<file path="src/rtl/pcs_pkg.sv">
`timescale 1ns / 1ps
package pcs_pkg;

    localparam int PCS_MAX_ITEMS = 1024;

    localparam int RATING_W = 3;
    localparam int MEAN_W   = 16;
    localparam int SIM_W    = 16;
    localparam int COUNT_W  = 11;
    localparam int STATUS_W = 2;
    localparam int CFG_IDX_W = 1;
    localparam int CFG_DATA_W = 16;

    localparam int WIDE_W  = 128;
    localparam int MPLR_W  = 64;
    localparam int FRAC_SH = 30;

    localparam logic [MEAN_W-1:0] MEAN_RESET = 16'd24576;

    localparam logic [CFG_IDX_W-1:0] REG_MEAN_A = 1'd0;
    localparam logic [CFG_IDX_W-1:0] REG_MEAN_B = 1'd1;

    localparam logic [STATUS_W-1:0] STAT_OK       = 2'd0;
    localparam logic [STATUS_W-1:0] STAT_FEW      = 2'd1;
    localparam logic [STATUS_W-1:0] STAT_ZERO_VAR = 2'd2;

    typedef enum logic [3:0] {
        ST_IDLE,
        ST_EVAL,
        ST_MUL_P,
        ST_MUL_N,
        ST_CMP,
        ST_SQ,
        ST_TSTART,
        ST_TMUL,
        ST_DONE
    } t_state;

    typedef struct packed {
        logic acc_en;
        logic start_p;
        logic start_n;
        logic start_t;
        logic save_p;
        logic save_r;
        logic set_full;
        logic init_bits;
        logic sq_en;
        logic q_try;
        logic bit_dec;
        logic load_out;
    } t_cmd;

    typedef struct packed {
        logic few;
        logic zero_var;
        logic busy;
        logic le_p;
        logic le_t;
        logic bit_zero;
        logic out_free;
    } t_stat;

endpackage

</file>
<file path="src/rtl/pcs_item_if.sv">
`timescale 1ns / 1ps
interface pcs_item_if;
    import pcs_pkg::*;
    logic                valid;
    logic                ready;
    logic [RATING_W-1:0] rating_a;
    logic [RATING_W-1:0] rating_b;
    logic                last_item;

    modport source (output valid, rating_a, rating_b, last_item, input ready);
    modport sink   (input valid, rating_a, rating_b, last_item, output ready);
endinterface

</file>
<file path="src/rtl/pcs_result_if.sv">
`timescale 1ns / 1ps
interface pcs_result_if;
    import pcs_pkg::*;
    logic                       valid;
    logic                       ready;
    logic signed [SIM_W-1:0]    similarity;
    logic        [COUNT_W-1:0]  corated_count;
    logic        [STATUS_W-1:0] status;

    modport source (output valid, similarity, corated_count, status, input ready);
    modport sink   (input valid, similarity, corated_count, status, output ready);
endinterface

</file>
<file path="src/rtl/pcs_ctrl.sv">
`timescale 1ns / 1ps
module pcs_ctrl
    import pcs_pkg::*;
(
    input  logic  i_clk,
    input  logic  i_rst_n,
    input  logic  i_in_valid,
    input  logic  i_last_item,
    output logic  o_in_ready,
    input  t_stat i_stat,
    output t_cmd  o_cmd
);

    t_state r_state, n_state;
    logic   w_take;

    assign o_in_ready = (r_state == ST_IDLE);
    assign w_take     = o_in_ready && i_in_valid;

    always_ff @(posedge i_clk) begin
        if (!i_rst_n) begin
            r_state <= ST_IDLE;
        end else begin
            r_state <= n_state;
        end
    end

    always_comb begin
        n_state = r_state;
        unique case (r_state)
            ST_IDLE: begin
                if (w_take && i_last_item) n_state = ST_EVAL;
            end
            ST_EVAL: begin
                if (i_stat.few || i_stat.zero_var) n_state = ST_DONE;
                else n_state = ST_MUL_P;
            end
            ST_MUL_P: begin
                if (!i_stat.busy) n_state = ST_MUL_N;
            end
            ST_MUL_N: begin
                if (!i_stat.busy) n_state = ST_CMP;
            end
            ST_CMP: begin
                if (i_stat.le_p) n_state = ST_DONE;
                else n_state = ST_SQ;
            end
            ST_SQ:     n_state = ST_TSTART;
            ST_TSTART: n_state = ST_TMUL;
            ST_TMUL: begin
                if (!i_stat.busy) begin
                    if (i_stat.bit_zero) n_state = ST_DONE;
                    else n_state = ST_SQ;
                end
            end
            ST_DONE: begin
                if (i_stat.out_free) n_state = ST_IDLE;
            end
            default: n_state = ST_IDLE;
        endcase
    end

    always_comb begin
        o_cmd = '0;
        unique case (r_state)
            ST_IDLE:   o_cmd.acc_en = w_take;
            ST_EVAL:   o_cmd.start_p = !(i_stat.few || i_stat.zero_var);
            ST_MUL_P: begin
                o_cmd.save_p  = !i_stat.busy;
                o_cmd.start_n = !i_stat.busy;
            end
            ST_MUL_N:  o_cmd.save_r = !i_stat.busy;
            ST_CMP: begin
                o_cmd.set_full  = i_stat.le_p;
                o_cmd.init_bits = !i_stat.le_p;
            end
            ST_SQ:     o_cmd.sq_en = 1'b1;
            ST_TSTART: o_cmd.start_t = 1'b1;
            ST_TMUL: begin
                o_cmd.q_try   = !i_stat.busy;
                o_cmd.bit_dec = !i_stat.busy && !i_stat.bit_zero;
            end
            ST_DONE:   o_cmd.load_out = i_stat.out_free;
            default:   o_cmd = '0;
        endcase
    end

endmodule

</file>
<file path="src/rtl/pcs_dpath.sv">
`timescale 1ns / 1ps
module pcs_dpath
    import pcs_pkg::*;
#(
    parameter int MAX_ITEMS = PCS_MAX_ITEMS
) (
    input  logic                       i_clk,
    input  logic                       i_rst_n,
    input  logic                       i_cfg_we,
    input  logic [CFG_IDX_W-1:0]       i_cfg_idx,
    input  logic [CFG_DATA_W-1:0]      i_cfg_data,
    input  logic [RATING_W-1:0]        i_rating_a,
    input  logic [RATING_W-1:0]        i_rating_b,
    input  logic                       i_out_ready,
    output logic                       o_out_valid,
    output logic signed [SIM_W-1:0]    o_similarity,
    output logic [COUNT_W-1:0]         o_corated_count,
    output logic [STATUS_W-1:0]        o_status,
    input  t_cmd                       i_cmd,
    output t_stat                      o_stat
);

    localparam int CW = $clog2(MAX_ITEMS + 1);
    localparam int SW = 32 + $clog2(MAX_ITEMS);

    logic [MEAN_W-1:0]        r_mean_a, r_mean_b;
    logic signed [SW:0]       r_cross;
    logic [SW-1:0]            r_sqa, r_sqb;
    logic [CW-1:0]            r_cnt;

    logic [WIDE_W-1:0]        r_acc, r_mcand, r_p, r_r;
    logic [MPLR_W-1:0]        r_mplier;
    logic [SIM_W-1:0]         r_q;
    logic [3:0]               r_bit;
    logic [2*(SIM_W-1)-1:0]   r_c2;

    logic                     r_ovalid;
    logic signed [SIM_W-1:0]  r_sim;
    logic [COUNT_W-1:0]       r_ocnt;
    logic [STATUS_W-1:0]      r_ostat;

    logic signed [17:0]       w_da, w_db;
    logic signed [35:0]       w_dab;
    logic [31:0]              w_daa, w_dbb;
    logic                     w_use;
    logic [SW:0]              w_mag;
    logic [SIM_W-1:0]         w_c;
    logic signed [SIM_W-1:0]  w_sim;
    logic [STATUS_W-1:0]      w_stat;

    // Deviations from the means in Q3.13
    assign w_da  = $signed({1'b0, i_rating_a, 13'b0}) - $signed({2'b0, r_mean_a});
    assign w_db  = $signed({1'b0, i_rating_b, 13'b0}) - $signed({2'b0, r_mean_b});
    assign w_dab = w_da * w_db;
    assign w_daa = 32'(w_da * w_da);
    assign w_dbb = 32'(w_db * w_db);
    assign w_use = (i_rating_a != '0) && (i_rating_b != '0) && (r_cnt < CW'(MAX_ITEMS));

    assign w_mag = r_cross[SW] ? (SW+1)'(-r_cross) : (SW+1)'(r_cross);
    assign w_c   = r_q | (SIM_W'(1) << r_bit);

    always_comb begin
        if (r_cnt < CW'(2)) w_stat = STAT_FEW;
        else if (r_sqa == '0 || r_sqb == '0) w_stat = STAT_ZERO_VAR;
        else w_stat = STAT_OK;
    end

    always_comb begin
        if (w_stat != STAT_OK) w_sim = '0;
        else if (r_cross[SW]) w_sim = -$signed(r_q);
        else if (r_q[SIM_W-1]) w_sim = 16'sd32767;
        else w_sim = $signed(r_q);
    end

    assign o_stat.few      = (w_stat == STAT_FEW);
    assign o_stat.zero_var = (w_stat == STAT_ZERO_VAR);
    assign o_stat.busy     = (r_mplier != '0);
    assign o_stat.le_p     = (r_p <= r_r);
    assign o_stat.le_t     = (r_acc <= r_r);
    assign o_stat.bit_zero = (r_bit == '0);
    assign o_stat.out_free = !r_ovalid || i_out_ready;

    // Configuration and accumulators
    always_ff @(posedge i_clk) begin
        if (!i_rst_n) begin
            r_mean_a <= MEAN_RESET;
            r_mean_b <= MEAN_RESET;
            r_cross  <= '0;
            r_sqa    <= '0;
            r_sqb    <= '0;
            r_cnt    <= '0;
        end else begin
            if (i_cfg_we) begin
                unique case (i_cfg_idx)
                    REG_MEAN_A: r_mean_a <= i_cfg_data;
                    REG_MEAN_B: r_mean_b <= i_cfg_data;
                    default: ;
                endcase
            end
            if (i_cmd.load_out) begin
                r_cross <= '0;
                r_sqa   <= '0;
                r_sqb   <= '0;
                r_cnt   <= '0;
            end else if (i_cmd.acc_en && w_use) begin
                r_cross <= r_cross + (SW+1)'(w_dab);
                r_sqa   <= r_sqa + SW'(w_daa);
                r_sqb   <= r_sqb + SW'(w_dbb);
                r_cnt   <= r_cnt + CW'(1);
            end
        end
    end

    // Shift-add multiplier, one multiplier bit a cycle; wraps at 128 bits
    always_ff @(posedge i_clk) begin
        if (!i_rst_n) begin
            r_mplier <= '0;
        end else if (i_cmd.start_p) begin
            r_acc    <= '0;
            r_mcand  <= WIDE_W'(r_sqa);
            r_mplier <= MPLR_W'(r_sqb);
        end else if (i_cmd.start_n) begin
            r_acc    <= '0;
            r_mcand  <= WIDE_W'(w_mag);
            r_mplier <= MPLR_W'(w_mag);
        end else if (i_cmd.start_t) begin
            r_acc    <= '0;
            r_mcand  <= r_p;
            r_mplier <= MPLR_W'(r_c2);
        end else if (r_mplier != '0) begin
            if (r_mplier[0]) r_acc <= r_acc + r_mcand;
            r_mcand  <= r_mcand << 1;
            r_mplier <= r_mplier >> 1;
        end
    end

    // Bitwise search for the largest quotient
    always_ff @(posedge i_clk) begin
        if (i_cmd.save_p) r_p <= r_acc;
        if (i_cmd.save_r) r_r <= r_acc << FRAC_SH;
        if (i_cmd.sq_en)  r_c2 <= w_c[SIM_W-2:0] * w_c[SIM_W-2:0];
        if (i_cmd.set_full) begin
            r_q <= SIM_W'(1) << (SIM_W - 1);
        end else if (i_cmd.init_bits) begin
            r_q   <= '0;
            r_bit <= 4'(SIM_W - 2);
        end else begin
            if (i_cmd.q_try && o_stat.le_t) r_q <= w_c;
            if (i_cmd.bit_dec) r_bit <= r_bit - 4'd1;
        end
    end

    // Output register
    always_ff @(posedge i_clk) begin
        if (!i_rst_n) begin
            r_ovalid <= 1'b0;
        end else if (i_cmd.load_out) begin
            r_ovalid <= 1'b1;
        end else if (i_out_ready) begin
            r_ovalid <= 1'b0;
        end
    end

    always_ff @(posedge i_clk) begin
        if (i_cmd.load_out) begin
            r_sim   <= w_sim;
            r_ocnt  <= COUNT_W'(r_cnt);
            r_ostat <= w_stat;
        end
    end

    assign o_out_valid     = r_ovalid;
    assign o_similarity    = r_sim;
    assign o_corated_count = r_ocnt;
    assign o_status        = r_ostat;

endmodule

</file>
<file path="src/rtl/pearson_corated_similarity.sv">
`timescale 1ns / 1ps
// Pearson similarity of two users over the items both have rated. Each
// item carries one rating per user (0 means unrated); co-rated items
// update the cross and square deviation sums against the two mean
// registers (unsigned Q3.13, reset 3.0), up to MAX_ITEMS items.
// The item flagged last_item closes the pair: after it the input stalls
// while a 128-bit shift-add multiplier (one multiplier bit per cycle) forms
// the product of the variance sums and the squared cross sum; unless that
// square, scaled by 2^30, reaches the product (full-scale result), a
// 15-step bit search finds the Q1.15 result, each step one 15x15 square and
// one serial multiply. With fewer than two co-rated items (status 1) or a
// zero variance (status 2) the result is 0 and skips the multiplies. A
// result of +1.0 reads 32767. The result waits in an output register; a new
// pair may stream in meanwhile.
// Write the mean registers only while the block is idle.
module pearson_corated_similarity
    import pcs_pkg::*;
#(
    parameter int MAX_ITEMS = PCS_MAX_ITEMS
) (
    input  logic                  i_clk,
    input  logic                  i_rst_n,
    input  logic                  i_cfg_we,
    input  logic [CFG_IDX_W-1:0]  i_cfg_idx,
    input  logic [CFG_DATA_W-1:0] i_cfg_data,
    pcs_item_if.sink              i_item,
    pcs_result_if.source          o_result
);

    t_cmd  w_cmd;
    t_stat w_stat;
    logic  w_in_ready;

    assign i_item.ready = w_in_ready;

    // Sequencer: accept items, then step through the closing computation
    pcs_ctrl u_ctrl (
        .i_clk       (i_clk),
        .i_rst_n     (i_rst_n),
        .i_in_valid  (i_item.valid),
        .i_last_item (i_item.last_item),
        .o_in_ready  (w_in_ready),
        .i_stat      (w_stat),
        .o_cmd       (w_cmd)
    );

    // Sums, serial multiplier, quotient search and output register
    pcs_dpath #(
        .MAX_ITEMS (MAX_ITEMS)
    ) u_dpath (
        .i_clk           (i_clk),
        .i_rst_n         (i_rst_n),
        .i_cfg_we        (i_cfg_we),
        .i_cfg_idx       (i_cfg_idx),
        .i_cfg_data      (i_cfg_data),
        .i_rating_a      (i_item.rating_a),
        .i_rating_b      (i_item.rating_b),
        .i_out_ready     (o_result.ready),
        .o_out_valid     (o_result.valid),
        .o_similarity    (o_result.similarity),
        .o_corated_count (o_result.corated_count),
        .o_status        (o_result.status),
        .i_cmd           (w_cmd),
        .o_stat          (w_stat)
    );

endmodule

</file>
<file path="src/flat_wrapper.sv">
// flat-port wrapper written by rule: the top's interface ports become plain ports
module pearson_corated_similarity_flat import pcs_pkg::*;
#(
    parameter int MAX_ITEMS = PCS_MAX_ITEMS
)
  (i_clk, i_rst_n, i_cfg_we, i_cfg_idx, i_cfg_data, i_item_valid, i_item_rating_a, i_item_rating_b, i_item_last_item, i_item_ready, o_result_valid, o_result_similarity, o_result_corated_count, o_result_status, o_result_ready);
  pcs_item_if i_item_i ();
  pcs_result_if o_result_i ();
  input  logic i_clk;
  input  logic i_rst_n;
  input  logic i_cfg_we;
  input  logic [CFG_IDX_W-1:0] i_cfg_idx;
  input  logic [CFG_DATA_W-1:0] i_cfg_data;
  input wire logic [$bits(i_item_i.valid)-1:0] i_item_valid;
  input wire logic [$bits(i_item_i.rating_a)-1:0] i_item_rating_a;
  input wire logic [$bits(i_item_i.rating_b)-1:0] i_item_rating_b;
  input wire logic [$bits(i_item_i.last_item)-1:0] i_item_last_item;
  output wire logic [$bits(i_item_i.ready)-1:0] i_item_ready;
  output wire logic [$bits(o_result_i.valid)-1:0] o_result_valid;
  output wire logic [$bits(o_result_i.similarity)-1:0] o_result_similarity;
  output wire logic [$bits(o_result_i.corated_count)-1:0] o_result_corated_count;
  output wire logic [$bits(o_result_i.status)-1:0] o_result_status;
  input wire logic [$bits(o_result_i.ready)-1:0] o_result_ready;
  assign i_item_i.valid = i_item_valid;
  assign i_item_i.rating_a = i_item_rating_a;
  assign i_item_i.rating_b = i_item_rating_b;
  assign i_item_i.last_item = i_item_last_item;
  assign i_item_ready = i_item_i.ready;
  assign o_result_valid = o_result_i.valid;
  assign o_result_similarity = o_result_i.similarity;
  assign o_result_corated_count = o_result_i.corated_count;
  assign o_result_status = o_result_i.status;
  assign o_result_i.ready = o_result_ready;
  pearson_corated_similarity #(.MAX_ITEMS(MAX_ITEMS)) u_core (.i_clk(i_clk), .i_rst_n(i_rst_n), .i_cfg_we(i_cfg_we), .i_cfg_idx(i_cfg_idx), .i_cfg_data(i_cfg_data), .i_item(i_item_i), .o_result(o_result_i));
endmodule
</file>
<file path="config.mk">
export PLATFORM = sky130hd
export DESIGN_NAME = pearson_corated_similarity_flat
export DESIGN_NICKNAME = d
export VERILOG_FILES = /design/src/rtl/pcs_pkg.sv /design/src/rtl/pcs_item_if.sv /design/src/rtl/pcs_result_if.sv /design/src/rtl/pcs_ctrl.sv /design/src/rtl/pcs_dpath.sv /design/src/rtl/pearson_corated_similarity.sv /design/src/flat_wrapper.sv
export SDC_FILE = /design/constraint.sdc
export NUM_CORES = 2
export LEC_CHECK = 0
export ABC_AREA = 0
export BUFFER_PORTS_ARGS = -buffer_cell sky130_fd_sc_hd__clkbuf_2
export CORE_UTILIZATION = 30
export CTS_BUF_LIST = sky130_fd_sc_hd__clkbuf_8
export DETAILED_ROUTE_END_ITERATION = 16
export HOLD_SLACK_MARGIN = 0.06
export SLEW_MARGIN = 20
export SYNTH_ARGS = -nofsm -noshare
export SYNTH_HDL_FRONTEND = slang
export SYNTH_SLANG_ARGS = --single-unit
export TNS_END_PERCENT = 30
</file>
<file path="constraint.sdc">
create_clock -name i_clk -period 14.4 [get_ports i_clk]
set_clock_uncertainty 0.1 [all_clocks]
set_input_delay 1.44 -clock i_clk [delete_from_list [all_inputs] [get_ports i_clk]]
set_output_delay 1.44 -clock i_clk [all_outputs]
set_load 0.01 [all_outputs]
</file>
=== Yosys cells after proc, flatten, opt, wreduce, memory -nomap -nowiden ===
Index checks and enable logic that the tools add are counted.

* Register bits after elaboration: 779
* Latch bits: 0
* RAM bits: 0
* Memory bits (read-only): 0
* Input bits: 29
* Output and inout bits: 31
* Logic and storage cells: 139
* Memories: 0

* Add/subtract/negate cells: 10
* Multipliers: 4
* Div/mod/pow operators: 0
* Magnitude comparators: 4
* Equality and inequality tests: 15
* Shift-type cells: 1
* Multiplexer cells: 38
* Bitwise operators: 4
* Reductions and logical operators: 40

{| class="wikitable"
|+ Operators with widths
! operator !! number
|-
| $mux W128 || 4
|-
| $le A128 B128 Y1 || 2
|-
| $mux W43 || 5
|-
| $add A128 B128 Y128 || 1
|-
| $add A42 B32 Y42 || 2
|-
| $logic_not A42 Y1 || 2
|-
| $mux W42 || 2
|-
| $mul A17 B17 Y32 || 2
|-
| $reduce_bool A64 Y1 || 1
|-
| $mux W16 || 3
|-
| $add A43 B34 Y43 || 1
|-
| $neg A43 Y43 || 1
|-
| $mux W4 || 9
|-
| $pmux W4 S9 || 1
|-
| $mul A17 B17 Y34 || 1
|-
| $sub A16 B16 Y17 || 2
|-
| $mul A15 B15 Y30 || 1
|-
| $eq A4 B3 Y1 const B || 4
|-
| $neg A16 Y16 || 1
|-
| $or A16 B16 Y16 || 1
|-
| $shl A1 B4 Y16 const A || 1
|-
| $mux W15 || 1
|-
| $add A11 B1 Y11 const B || 1
|-
| $lt A11 B11 Y1 const B || 1
|-
| other kinds (24) || 66
|}

=== Logic depth before layout (Yosys ltp) ===
* Depth after elaboration: 10
* Mapped depth: 47
* Depth with buffers taken out: 44

=== Hierarchy ===
Synthesis repeated with hierarchy kept, for this count alone.

* Cells, all modules: 9026
* Area total of the unflattened synthesis: 84836.4 µm²

{| class="wikitable"
|+ By module, submodules not included
! module !! instances !! cells each !! area each (µm²) !! seq. area each (µm²)
|-
| pcs_dpath || 1 || 8966 || 84380.9 || 20940.1
|-
| pcs_ctrl || 1 || 60 || 455.4 || 80.1
|}

=== Worst setup path before layout ===
No wires, ideal clock.

* Path kind: register to register
* Start: reg u_core.u_dpath.r_mean_b[0]
* End: reg u_core.u_dpath.r_sqb[40]
* Data arrival time: 10.046 ns
* Required time: 14.230 ns
* Slack: 4.184 ns
* Stages on the path, launching flop included: 46
* Cell sequence: dfxtp_1 > inv_1 > clkbuf_1 > ha_1 > nand2_1 > or3_1 > or3_1 > nor3_1 > o21a_1 > o21ai_0 > nor2b_1 > clkbuf_1 > inv_1 > clkbuf_1 > clkbuf_1 > nor2_1 > fa_1 > inv_1 > (+10 left out) > a21o_1 > a21oi_1 > o21ai_0 > a21oi_1 > o311ai_1 > a31o_2 > a21oi_1 > nor2b_1 > o21a_1 > nor2_1 > xnor2_1 > ha_1 > and3_1 > a21boi_0 > a31oi_1 > a311o_1 > or3_1 > a21oi_1

* Cells in the longest elaborated chain, start to end: 3

{| class="wikitable"
|+ RTL lines
! element !! RTL line !! text
|-
| from (decl) || pcs_dpath.sv:26 || <nowiki>logic [MEAN_W-1:0] r_mean_a, r_mean_b;</nowiki>
|-
| from (signal assigned) || pcs_dpath.sv:96 || <nowiki>REG_MEAN_B: r_mean_b <= i_cfg_data;</nowiki>
|-
| $sub A16 B16 Y17 || pcs_dpath.sv:53 || <nowiki>assign w_db = $signed({1'b0, i_rating_b, 13'b0}) - $signed({2'b0, r_mean_b});</nowiki>
|-
| $mul A17 B17 Y32 || pcs_dpath.sv:56 || <nowiki>assign w_dbb = 32'(w_db * w_db);</nowiki>
|-
| $add A42 B32 Y42 || pcs_dpath.sv:108 || <nowiki>r_sqb <= r_sqb + SW'(w_dbb);</nowiki>
|-
| to (signal assigned) || pcs_dpath.sv:108 ||
|-
| to (decl) || pcs_dpath.sv:28 || <nowiki>logic [SW-1:0] r_sqa, r_sqb;</nowiki>
|}

Every way passes these cells.
A chain may end at the register's enable or synchronous reset.

=== Worst setup path in the final report ===
Same ends and word-level chain as after synthesis.

==> results.cfg <==
[run_status]
outcome = complete, no violations

[layout]
design_area_um2 = 91400
multi_input_area_um2 = 56200
drive_above_1_share_pct = 5.17
area_growth_pct = 9.42
regArea_um2 = 21000
fillers = 28882
layout.nets = 10741

[drt]
post_drt_wl_per_cell_um = 19.4
vias = 63674
routed_wl_mm = 247
drtIter0Drc = 4885
drtAntennaViolNets = 0
route.detailed.drc = 0
drt_pre_antenna_iters = 10
post_drt_via_cell_ratio = 5.01

[synth]
synth_edf_count = 544
synth.net_count = 10736
avgSynthCellArea_um2 = 9.41
ys.flop_type = edfxtp_1
synthTopCellsByCount = 1,428 x inv_1, 1,038 x fa_1, 1,012 x nand2_1
async_flop_share_pct = 0
synth_top_area_share_pct = 24.9
yosys.area.top_type = fa_1
yosysMostFrequentCell = inv_1
ys_warn_count = 0
synth.cell_area_um2 = 83500
synth_seq_cells = 778
ys_seq_area_share_pct = 25.2
syn_inst = 8882
synth_cell_types = 89
synth_area_leaders = fa_1 25%, edfxtp_1 20%, ha_1 12%, inv_1 6.4%, dfxtp_1 5.6%

[sta]
drv_slew = 0
slew_headroom_pct = 26.2
hold_viol = 0
max_freq_mhz = 89.4
setup_viol = 0
tightest_slew_ps = 1100
hold_slack_ps = 350
fin_crit_ps = 11180
rsz0062_at_grt = false
min_period_over_period_pct = 77.6
setup-tns-final_ps = 0

[floorplanning]
start_util_pct = 30.2
dieWidth_um = 530
placementRows = 193
die_y_um = 530
coreArea_um2 = 277000
boundaryPins = 60
dieArea_um2 = 281000

[global_route]
antenna_found_initial = 9
grt_max_degree = 129
grt_usage_pct = 17.5
first_global_vias = 64590
grt_pass1_wl_mm = 381
grt.overflow.total = 0

[clock_tree]
clkSinkCount = 778
post_cts_buffers = 0
cts.path.max_buffers = 4
cts_root_buffer = clkbuf_8
cts_resized = 0
cts_hold_buf = 0
path_clk_slew_ps = 60
h-tree-depth = 4
tritoncts = yes
clk_latency_ps = 1000
cts_buffers = 155

[place]
hpwlAfterDp_mm = 194
finalWeightedCongestion = 0.935
placed_area_um2 = 88300
io_buffers = 59

[setup_path]
critical_path.max_stage_delay_ps = 580
required_ps = 15110
worst-path-max-fanout = 29
cp-startpoint = u_core.u_dpath.r_mean_b[0]
cpMaxStageDelayCell = inv_1
worstPathArrival_ps = 11890
reg2reg_from = u_core.u_dpath.r_mean_b[0]
critical_path_class = flip-flop to flip-flop
endpoint_kind = flip-flop
cp-start-kind = flip-flop

[flow_run]
drv_cap = 0

[worst_hold_path]
worstHoldStart = u_core.u_dpath.r_cross[41]
hold_path_class = flip-flop to flip-flop
-- cell usage in the layout (no fill, tap or decap), drive strengths merged, types with 43 or more instances in the layout --
cell,count
nor2b,54
nor3,108
edfxtp,544
buf,107
nand4,128
a31oi,49
xor2,138
xnor2,293
a21oi,534
nand2,1013
o21bai,70
nand3,100
clkbuf,229
nor2,720
inv,1482
ha,787
a21o,206
o21ai,286
or3,51
a22o,87
and2,82
dfxtp,234
clkinv,44
fa,1038
nand2b,60
nor4,70
o21a,43
-- final cells by class --
class                      instances  area share (%)
timing repair buffer             166            1.23
antenna                            5          0.0137
tap                             3705            5.07
clock buffer                     170            2.56
multi-input combinational       6351            61.4
inverter                        1435            5.90
sequential                       778            23.0
clock inverter                   105           0.798
-- flip-flops by register name, indices dropped and copies added, names as in the netlist, 29 cells and up --
| signal | flops |
|---|---|
| u_core.u_dpath.r_c2 | 29 |
| u_core.u_dpath.r_mplier | 43 |
| u_core.u_dpath.r_acc | 128 |
| u_core.u_dpath.r_sqb | 42 |
| u_core.u_dpath.r_mcand | 128 |
| u_core.u_dpath.r_cross | 43 |
| u_core.u_dpath.r_p | 128 |
| u_core.u_dpath.r_sqa | 42 |
| u_core.u_dpath.r_r | 98 |
-- critical path, delay by kind of cell, from the launching register on --
kind	cells	cell delay, ps
buffers and inverters	7	1170
flip-flops	1	510
AND/OR/NAND/NOR	10	2480
AO/OA/AOI/OAI	15	2670
XOR/XNOR	1	90
adder cells (fa/ha/maj)	9	4040
-- cells by family after synthesis --
logic type               share of synthesized area [%]
multiplexers                                     0.108
adder cells (fa/ha/maj)                           36.7
AO/OA/AOI/OAI                                     12.3
AND/OR/NAND/NOR                                   13.4
flip-flops                                        25.2
XOR/XNOR                                          4.52
buffers and inverters                             7.90
-- through the flow --
stage | setup slack [ps] | std cells | utilization (%)
3_5_place_dp | 3220 | 12434 | 31.9
5_1_grt | 2460 | 12713 | 33.0
6_report | 3220 | 12715 | 33.0
3_3_place_gp | 3210 | 12434 | 31.9
4_1_cts | 3240 | 12709 | 33.0
2_1_floorplan | 4180 | 8882 | -
-- routing by layer --
metal,global-route usage [%],vias to the layer above,wire length [µm]
met4,6.80,0,10400
met1,22.5,31627,104000
met3,2.46,462,15000
li1,-,29529,-
met2,29.5,2056,118000
met5,0,-,0
-- path summary, 6_finish.rpt --
kind | endpoint | slack (ps) | cells after the start
min | u_core.u_dpath.r_cross[41] | 350 | 2
max | u_core.u_dpath.r_sqb[40] | 3220 | 42
min reg2reg | u_core.u_dpath.r_cross[41] | 350 | 2
max reg2reg | u_core.u_dpath.r_sqb[40] | 3220 | 42
Power is left out: the tool's default activity adds up to more than one toggle a clock period on the data nets, which glitch-free logic cannot reach.
